<file path="config.mk">
export PLATFORM = sky130hd
export DESIGN_NAME = positional_list_store_core_flat
export DESIGN_NICKNAME = d
export VERILOG_FILES = /design/src/sv/pls_pkg.sv /design/src/sv/pls_req_if.sv /design/src/sv/pls_rsp_if.sv /design/src/sv/positional_list_store_core.sv /design/src/sv/pls_engine.sv /design/src/flat_wrapper.sv
export SDC_FILE = /design/constraint.sdc
export NUM_CORES = 1
export LEC_CHECK = 0
export BUFFER_PORTS_ARGS = -buffer_cell sky130_fd_sc_hd__buf_4
export CORE_MARGIN = 2
export CORE_UTILIZATION = 60
export CTS_BUF_LIST = sky130_fd_sc_hd__clkbuf_4
export CTS_CLUSTER_SIZE = 10
export DETAILED_ROUTE_END_ITERATION = 6
export GPL_TIMING_DRIVEN = 0
export PLACE_DENSITY = 0.77
export SYNTH_ARGS = -nofsm -noshare
export SYNTH_HDL_FRONTEND = slang
export SYNTH_SLANG_ARGS = --single-unit
</file>
<file path="constraint.sdc">
create_clock -name clk -period 11.4 [get_ports clk]
set_input_delay 0 -clock clk [delete_from_list [all_inputs] [get_ports clk]]
set_output_delay 0 -clock clk [all_outputs]
set_load 0.005 [all_outputs]
</file>
<file path="src/sv/pls_pkg.sv">
// ----------------------------------------------------------------------------
// pls_pkg
// shared types and constants for the positional list store
// ----------------------------------------------------------------------------
package pls_pkg;

    localparam int CAPACITY = 32;
    localparam int IDX_W    = (CAPACITY > 1) ? $clog2(CAPACITY) : 1;
    localparam int CNT_W    = $clog2(CAPACITY + 1);
    localparam int ACT_W    = 3;
    localparam int DATA_W   = 32;
    localparam int POS_W    = 7;
    localparam int STAT_W   = 2;
    localparam int LEN_W    = 7;

    typedef enum logic [ACT_W-1:0] {
        ACT_INS_FRONT = 3'd0,
        ACT_DEL_FRONT = 3'd1,
        ACT_INS_REAR  = 3'd2,
        ACT_DEL_REAR  = 3'd3,
        ACT_INS_POS   = 3'd4,
        ACT_DEL_POS   = 3'd5
    } action_t;

    typedef enum logic [STAT_W-1:0] {
        ST_DONE   = 2'd0,
        ST_EMPTY  = 2'd1,
        ST_BADPOS = 2'd2,
        ST_FULL   = 2'd3
    } status_t;

    // command from the control logic to the shift engine
    typedef struct packed {
        logic                     start;
        logic                     del;
        logic [IDX_W-1:0]         idx;
        logic [CNT_W-1:0]         count;
        logic signed [DATA_W-1:0] item;
    } eng_cmd_t;

    typedef struct packed {
        logic                     done;
        logic signed [DATA_W-1:0] removed;
    } eng_rsp_t;

endpackage

</file>
<file path="src/sv/pls_req_if.sv">
// ----------------------------------------------------------------------------
// pls_req_if
// request channel: valid/ready handshake with action, item and position
// ----------------------------------------------------------------------------
interface pls_req_if;

    logic        valid;
    logic        ready;
    logic [2:0]  action;
    logic signed [31:0] item_value;
    logic [6:0]  position;

    modport source (output valid, output action, output item_value, output position,
                    input ready);
    modport sink   (input valid, input action, input item_value, input position,
                    output ready);

endinterface

</file>
<file path="src/sv/pls_rsp_if.sv">
// ----------------------------------------------------------------------------
// pls_rsp_if
// result channel: valid/ready handshake with status, removed item and length
// ----------------------------------------------------------------------------
interface pls_rsp_if;

    logic        valid;
    logic        ready;
    logic [1:0]  status;
    logic signed [31:0] removed_value;
    logic [6:0]  list_length;

    modport source (output valid, output status, output removed_value,
                    output list_length, input ready);
    modport sink   (input valid, input status, input removed_value,
                    input list_length, output ready);

endinterface

</file>
<file path="src/sv/positional_list_store_core.sv">
// ----------------------------------------------------------------------------
// positional_list_store_core
// ordered list of signed 32-bit items with insert and delete by position
// ----------------------------------------------------------------------------
// usage:
//   req carries one request item: action, item_value, position. rsp returns
//   exactly one result item per request: status, removed_value, list_length.
//   both channels move an item when valid and ready are high at a clock edge.
// sequencing:
//   a request that is rejected (empty, full, bad position) or an unused
//   action code gives its result in the cycle after acceptance. an insert
//   or delete moves the entries behind the gap through the entry memory,
//   one entry per cycle, and moves none for an insert at the rear. one
//   request is worked on at a time.
// reset:
//   rst_n clears the item count, so the list is empty; the entry memory is
//   not cleared and needs no sweep.
// stalls:
//   the result sits in an output register until taken; a new request is
//   accepted in the same cycle the previous result leaves, never earlier.
// ----------------------------------------------------------------------------
module positional_list_store_core (
    input  logic     clk,
    input  logic     rst_n,
    pls_req_if.sink  req,
    pls_rsp_if.source rsp
);
    import pls_pkg::*;

    localparam int CMP_W = ((POS_W > CNT_W) ? POS_W : CNT_W) + 1;

    typedef enum logic [1:0] {
        T_IDLE = 2'b01,
        T_RUN  = 2'b10
    } top_state_t;

    top_state_t               state_reg;
    logic [CNT_W-1:0]         count_reg;
    logic                     del_op_reg;
    logic                     out_valid_reg;
    status_t                  out_status_reg;
    logic signed [DATA_W-1:0] out_removed_reg;
    logic [LEN_W-1:0]         out_length_reg;

    logic             out_free;
    logic             accept;
    status_t          dec_status;
    logic             dec_start;
    logic             dec_del;
    logic [IDX_W-1:0] dec_idx;
    logic [CMP_W-1:0] pos_w;
    logic [CMP_W-1:0] cnt_w;
    logic             full;
    logic             empty;
    logic [CNT_W-1:0] count_next;
    eng_cmd_t         eng_cmd;
    eng_rsp_t         eng_rsp;

    assign out_free  = !out_valid_reg || rsp.ready;
    assign req.ready = (state_reg == T_IDLE) && out_free;
    assign accept    = req.valid && req.ready;

    assign pos_w = CMP_W'(req.position);
    assign cnt_w = CMP_W'(count_reg);
    assign full  = (count_reg == CNT_W'(CAPACITY));
    assign empty = (count_reg == '0);

    always_comb
    begin
        dec_status = ST_DONE;
        dec_start  = 1'b0;
        dec_del    = 1'b0;
        dec_idx    = '0;
        unique case (req.action)
            ACT_INS_FRONT:
            begin
                if (full) dec_status = ST_FULL;
                else      dec_start  = 1'b1;
            end
            ACT_INS_REAR:
            begin
                dec_idx = IDX_W'(count_reg);
                if (full) dec_status = ST_FULL;
                else      dec_start  = 1'b1;
            end
            ACT_INS_POS:
            begin
                dec_idx = IDX_W'(pos_w - CMP_W'(1));
                if (full)
                    dec_status = ST_FULL;
                else if (pos_w >= CMP_W'(1) && pos_w <= cnt_w + CMP_W'(1))
                    dec_start = 1'b1;
                else
                    dec_status = ST_BADPOS;
            end
            ACT_DEL_FRONT:
            begin
                dec_del = 1'b1;
                if (empty) dec_status = ST_EMPTY;
                else       dec_start  = 1'b1;
            end
            ACT_DEL_REAR:
            begin
                dec_del = 1'b1;
                dec_idx = IDX_W'(count_reg - CNT_W'(1));
                if (empty) dec_status = ST_EMPTY;
                else       dec_start  = 1'b1;
            end
            ACT_DEL_POS:
            begin
                dec_del = 1'b1;
                dec_idx = IDX_W'(pos_w - CMP_W'(1));
                if (empty)
                    dec_status = ST_EMPTY;
                else if (pos_w >= CMP_W'(1) && pos_w <= cnt_w)
                    dec_start = 1'b1;
                else
                    dec_status = ST_BADPOS;
            end
            // unused codes leave the list alone and report done
            default: ;
        endcase
    end

    always_comb
    begin
        eng_cmd.start = accept && dec_start;
        eng_cmd.del   = dec_del;
        eng_cmd.idx   = dec_idx;
        eng_cmd.count = count_reg;
        eng_cmd.item  = req.item_value;
    end

    pls_engine u_engine (
        .clk   (clk),
        .rst_n (rst_n),
        .cmd   (eng_cmd),
        .rsp   (eng_rsp)
    );

    assign count_next = del_op_reg ? count_reg - CNT_W'(1) : count_reg + CNT_W'(1);

    always_ff @(posedge clk or negedge rst_n)
    begin
        if (!rst_n)
        begin
            state_reg     <= T_IDLE;
            count_reg     <= '0;
            out_valid_reg <= 1'b0;
        end
        else
        begin
            priority if (accept && dec_start)
            begin
                state_reg <= T_RUN;
                if (rsp.ready)
                    out_valid_reg <= 1'b0;
            end
            else if (accept)
            begin
                out_valid_reg <= 1'b1;
            end
            else if (state_reg == T_RUN && eng_rsp.done)
            begin
                state_reg     <= T_IDLE;
                count_reg     <= count_next;
                out_valid_reg <= 1'b1;
            end
            else if (rsp.ready)
            begin
                out_valid_reg <= 1'b0;
            end
        end
    end

    always_ff @(posedge clk)
    begin
        if (accept && dec_start)
        begin
            del_op_reg <= dec_del;
        end
        else if (accept)
        begin
            out_status_reg  <= dec_status;
            out_removed_reg <= '0;
            out_length_reg  <= LEN_W'(count_reg);
        end
        else if (state_reg == T_RUN && eng_rsp.done)
        begin
            out_status_reg  <= ST_DONE;
            out_removed_reg <= del_op_reg ? eng_rsp.removed : '0;
            out_length_reg  <= LEN_W'(count_next);
        end
    end

    assign rsp.valid         = out_valid_reg;
    assign rsp.status        = out_status_reg;
    assign rsp.removed_value = out_removed_reg;
    assign rsp.list_length   = out_length_reg;

endmodule

</file>
<file path="src/sv/pls_engine.sv">
// ----------------------------------------------------------------------------
// pls_engine
// entry memory with a sequencer that moves entries one per cycle to open or
// close a gap, then writes the new item or hands back the removed one
// ----------------------------------------------------------------------------
module pls_engine (
    input  logic              clk,
    input  logic              rst_n,
    input  pls_pkg::eng_cmd_t cmd,
    output pls_pkg::eng_rsp_t rsp
);
    import pls_pkg::*;

    typedef enum logic [1:0] {
        E_IDLE = 2'b01,
        E_RUN  = 2'b10
    } eng_state_t;

    logic signed [DATA_W-1:0] mem [CAPACITY];

    eng_state_t               state_reg, state_next;
    logic                     del_reg;
    logic [IDX_W-1:0]         idx_reg;
    logic [IDX_W-1:0]         rd_ptr_reg;
    logic [CNT_W-1:0]         left_reg;
    logic                     pend_reg;
    logic                     first_reg;
    logic [IDX_W-1:0]         last_reg;
    logic signed [DATA_W-1:0] item_reg;
    logic signed [DATA_W-1:0] rdata_reg;
    logic signed [DATA_W-1:0] removed_reg;

    logic                     rd_en;
    logic                     wr_en;
    logic [IDX_W-1:0]         wr_addr;
    logic signed [DATA_W-1:0] wr_data;
    logic                     finish;

    always_comb
    begin
        rd_en   = (state_reg == E_RUN) && (left_reg != '0);
        finish  = (state_reg == E_RUN) && (left_reg == '0) && !pend_reg;
        wr_en   = 1'b0;
        wr_addr = idx_reg;
        wr_data = item_reg;
        if (state_reg == E_RUN)
        begin
            if (pend_reg)
            begin
                // moved entry lands one place away from where it was read
                if (!del_reg)
                begin
                    wr_en   = 1'b1;
                    wr_addr = last_reg + IDX_W'(1);
                    wr_data = rdata_reg;
                end
                else if (!first_reg)
                begin
                    wr_en   = 1'b1;
                    wr_addr = last_reg - IDX_W'(1);
                    wr_data = rdata_reg;
                end
            end
            else if (finish && !del_reg)
            begin
                wr_en = 1'b1;
            end
        end
    end

    always_comb
    begin
        state_next = state_reg;
        unique case (state_reg)
            E_IDLE:  if (cmd.start) state_next = E_RUN;
            E_RUN:   if (finish) state_next = E_IDLE;
            default: state_next = E_IDLE;
        endcase
    end

    always_ff @(posedge clk or negedge rst_n)
    begin
        if (!rst_n)
        begin
            state_reg <= E_IDLE;
            left_reg  <= '0;
            pend_reg  <= 1'b0;
            first_reg <= 1'b0;
        end
        else
        begin
            state_reg <= state_next;
            if (state_reg == E_IDLE && cmd.start)
            begin
                left_reg  <= cmd.count - CNT_W'(cmd.idx);
                pend_reg  <= 1'b0;
                first_reg <= 1'b1;
            end
            else if (state_reg == E_RUN)
            begin
                pend_reg <= rd_en;
                if (pend_reg)
                    first_reg <= 1'b0;
                if (rd_en)
                    left_reg <= left_reg - CNT_W'(1);
            end
        end
    end

    always_ff @(posedge clk)
    begin
        if (state_reg == E_IDLE && cmd.start)
        begin
            del_reg  <= cmd.del;
            idx_reg  <= cmd.idx;
            item_reg <= cmd.item;
            // insert walks down from the rear, delete walks up from the gap
            rd_ptr_reg <= cmd.del ? cmd.idx : IDX_W'(cmd.count - CNT_W'(1));
        end
        else if (rd_en)
        begin
            last_reg   <= rd_ptr_reg;
            rd_ptr_reg <= del_reg ? rd_ptr_reg + IDX_W'(1) : rd_ptr_reg - IDX_W'(1);
        end
        if (state_reg == E_RUN && pend_reg && del_reg && first_reg)
            removed_reg <= rdata_reg;
    end

    always_ff @(posedge clk)
    begin
        if (rd_en)
            rdata_reg <= mem[rd_ptr_reg];
        if (wr_en)
            mem[wr_addr] <= wr_data;
    end

    assign rsp.done    = finish;
    assign rsp.removed = removed_reg;

endmodule
</file>
<file path="src/flat_wrapper.sv">
// flat-port wrapper written by rule: the top's interface ports become plain ports
module positional_list_store_core_flat import pls_pkg::*;
  (clk, rst_n, req_valid, req_action, req_item_value, req_position, req_ready, rsp_valid, rsp_status, rsp_removed_value, rsp_list_length, rsp_ready);
  pls_req_if req_i ();
  pls_rsp_if rsp_i ();
  input  logic clk;
  input  logic rst_n;
  input wire logic [$bits(req_i.valid)-1:0] req_valid;
  input wire logic [$bits(req_i.action)-1:0] req_action;
  input wire logic [$bits(req_i.item_value)-1:0] req_item_value;
  input wire logic [$bits(req_i.position)-1:0] req_position;
  output wire logic [$bits(req_i.ready)-1:0] req_ready;
  output wire logic [$bits(rsp_i.valid)-1:0] rsp_valid;
  output wire logic [$bits(rsp_i.status)-1:0] rsp_status;
  output wire logic [$bits(rsp_i.removed_value)-1:0] rsp_removed_value;
  output wire logic [$bits(rsp_i.list_length)-1:0] rsp_list_length;
  input wire logic [$bits(rsp_i.ready)-1:0] rsp_ready;
  assign req_i.valid = req_valid;
  assign req_i.action = req_action;
  assign req_i.item_value = req_item_value;
  assign req_i.position = req_position;
  assign req_ready = req_i.ready;
  assign rsp_valid = rsp_i.valid;
  assign rsp_status = rsp_i.status;
  assign rsp_removed_value = rsp_i.removed_value;
  assign rsp_list_length = rsp_i.list_length;
  assign rsp_i.ready = rsp_ready;
  positional_list_store_core u_core (.clk(clk), .rst_n(rst_n), .req(req_i), .rsp(rsp_i));
endmodule
</file>
==> results_dict.tcl <==
set metrics [dict create \
    status "finished clean" \
    dp_cells 3236 \
    place_hpwl_um 72300 \
    m1WireLength_um 40300 \
    r2r-end "u_core.u_engine.rd_ptr_reg[4]$_DFFE_PP_" \
    dr.max_layer_used "met4" \
    leakage_uw 0.0178 \
    wl_per_cell_um 29.5 \
    drc 0 \
    cp_num_buf_inv 7 \
    final_cell_mix "edfxtp_1, clkbuf_4, mux4_2" \
    hold_depth 3 \
    path_cells "clkbuf_1, inv_1, nor3_1, nand3_1, xnor2_1, ha_1, nand3_1, nand2b_1, a211oi_2, dlygate4sd3_1, and4_1, dlygate4sd3_1, buf_6, nor2_8, inv_2, buf_6, o21ai_0" \
    hold_violations 0 \
    cts_sinks 1196 \
    core_area_mm2 0.0772 \
    syn_area_mm2 0.0467 \
    crit_family "buffers and inverters" \
    cp.required_ps 12210 \
    grt_pass1_vias 25520 \
    drv_slew 0 \
    fin_skew_ps 109 \
    yosysTopAreaCell "edfxtp_1" \
    via_per_inst 6.37 \
    min_to "u_core.u_engine.item_reg[7]$_DFFE_PN_" \
    post_cts_resized 0 \
    timing.rr.start "u_core.count_reg[0]$_DFFE_PN0P_" \
    power.share.clock_pct 39.4 \
    fin_cells 3830 \
    grt_max_degree 48 \
    p_sw_uw 1830 \
    cts_root_buf "clkbuf_4" \
    intPower_uw 6790 \
    critical_path_class "reg -> reg" \
    antenna_found_initial 3 \
    synth_area_leaders "edfxtp_1, mux4_2, mux2_2" \
    cp.depth 17 \
    clock_latency_ps 1170 \
    max_slew_margin_pct 12.9 \
    die_h_um 283 \
    cp-start-kind "flop" \
    area_growth_pct 16.2 \
    yosysTopAreaCellShare_pct 75.7 \
    hold_ws_ps 88.2 \
    grt-ovfl-total 0 \
    p_seq_share_pct 56.4 \
    cp_max_fo 47 \
    cts_tree "yes" \
    min_path_type "in -> reg" \
    total_power_uw 8630 \
    ys_seq_area_share_pct 76.7 \
    wl_met3_um 11600 \
    pwr-share-comb_pct 4.2 \
    fp.dieW_um 283 \
    netSwitchingFraction_pct 21.2 \
    synth-async-reset-ratio_pct 1.59 \
    worst_pin_slew_ps 1310 \
    nNetsFinal 2688 \
    power_density_mw_per_mm2 159 \
    wl_um 113000 \
    syn-instance-count 2071 \
    ff2ff_path_depth 17 \
    place_congestion 0.864 \
    cp_slowest_stage_delay_ps 580 \
    io_pins 89 \
    endpoint_kind "flop" \
    cts_buffers 308 \
    htreeDepth 5 \
    first_iter_violations 3157 \
    clk_pin_slew_ps 70 \
    drive_above_1_share_pct 37.3 \
    final_common_cell "edfxtp_1" \
    synthFlopType "edfxtp_1" \
    arrival_ps 5880 \
    synth_fp_nets 2149 \
    vdd.ir_drop.worst_uv 107 \
    drtPass1Iterations 7 \
    synth_seq_cells 1196 \
    critPathLaunch "u_core.count_reg[0]$_DFFE_PN0P_" \
    row_count 102 \
    period_share_pct 44.4 \
    start_util_pct 60.5 \
    vias 24399 \
    io_buffer_count 87 \
    grt_pass1_wl_um 165000 \
    rsz0062_at_grt "false" \
    ys_types 64 \
    fillers 4481 \
    setup_viol 0 \
    post-route-min-period_ps 5070 \
    syn_area_per_cell_um2 22.6 \
    die_area_mm2 0.0801 \
    drv_cap 0 \
    setup_tns_ps 0 \
    hold_path_startpoint "req_item_value[7]" \
    ctsLongestPathBuffers 4 \
    grt_usage_pct 28.8 \
    largest_reg_flops 1024 \
    rrSetupSlack_ps 6330 \
    wl_met2_um 57200 \
    ys_warn_count 0 \
    synth_edf_count 1177 \
    ant_nets 0 \
    clock.fmax_mhz 197 \
    regMostFlops "u_core.u_engine.mem" \
    cpMaxStageDelayCell "dlygate4sd3_1" \
]
==> synthesized netlist by cell type, types with 4 or more instances <==
library cell / instances
mux2_2: 69
nand2b_1: 10
nand3_1: 14
mux4_2: 320
clkbuf_1: 63
inv_1: 28
buf_1: 10
xor2_1: 8
edfxtp_1: 1177
a21oi_1: 21
o21ai_0: 16
a21o_1: 4
and3_1: 35
nor2b_1: 7
nor3_1: 12
dfrtp_1: 17
nand2_1: 38
xnor2_1: 29
buf_2: 23
nor2_1: 57
ha_1: 30
mux2i_1: 8
o22ai_1: 6
==> metal layers <==
layer	track usage, %	up-vias
met1	37.0	12635
met2	47.5	1563
li1	-	9939
met3	7.23	262
met5	0	-
met4	12.2	0
==> worst register-to-register path, stage by stage, from the launching register on <==
cell and delay, ps:
dfrtp_1 430, clkbuf_1 380, inv_1 220, nor3_1 230, nand3_1 160, xnor2_1 180, ha_1 300, nand3_1 100
nand2b_1 170, a211oi_2 290, dlygate4sd3_1 580, and4_1 170, dlygate4sd3_1 570, buf_6 160, nor2_8 50, inv_2 100
buf_6 490, o21ai_0 210
==> through the flow <==
| stage | util, % | instance area, um2 | setup slack (ps) |
|---|---|---|---|
| floorplan | - | 46700 | 6890 |
| global placement | 63.0 | 48700 | 3990 |
| detailed placement | 64.4 | 49700 | 7430 |
| CTS | 70.3 | 54300 | 6350 |
| global route | 70.3 | 54300 | 5960 |
| finish | 70.3 | 54300 | 6330 |
==> what timing repair did <==
item | CTS | global route
buffers inserted | 0 | 0
endpoints found under the hold margin | 141 | 0
hold buffers | 104 | 0
==> how the worst max path moves through the flow <==
stage	slack [ps]	endpoint
floorplan	6890	u_core.rsp.list_length[0]$_DFFE_PP_
global placement	3990	u_core.rsp.removed_value[15]$_SDFFCE_PP0P_
detailed placement	7430	u_core.u_engine.rd_ptr_reg[4]$_DFFE_PP_
CTS	6350	u_core.u_engine.rd_ptr_reg[4]$_DFFE_PP_
global route	5960	u_core.u_engine.rd_ptr_reg[4]$_DFFE_PP_
finish	6330	u_core.u_engine.rd_ptr_reg[4]$_DFFE_PP_
==> area by class of cell <==
type,count,area (um2),area share [%]
repair buffers,229,2490,4.59
diodes,9,22.5,0.0415
clock inverters,51,282,0.518
inverters,31,116,0.214
clock buffers,430,3230,5.94
plain buffers,101,438,0.806
flip-flops and latches,1196,35800,66.0
multi-input cells,743,10600,19.5
well taps,1040,1300,2.40
==> cells by family after synthesis <==
kind of cell | Yosys count | synth area share, %
buffers and inverters | 132 | 1.19
AOI/OAI and AO/OA | 76 | 1.07
DFF | 1196 | 76.7
and+or+nand+nor | 200 | 2.21
other | 1 | 0.00803
xor gates and xnor gates | 37 | 0.694
muxes | 397 | 17.3
adders and majority gates | 32 | 0.889
==> power groups by stage <==
stage          Clock (uW)  Sequential [uW]  Combinational [uW]
4_1_cts              3440             4860                 363
3_5_place_dp            0             4960                 330
3_3_place_gp            0             4960                 308
2_1_floorplan           0             4950                 183
6_report             3400             4860                 364
5_1_grt              3670             4860                 390
No activity file was read; power rests on OpenSTA's default activity.
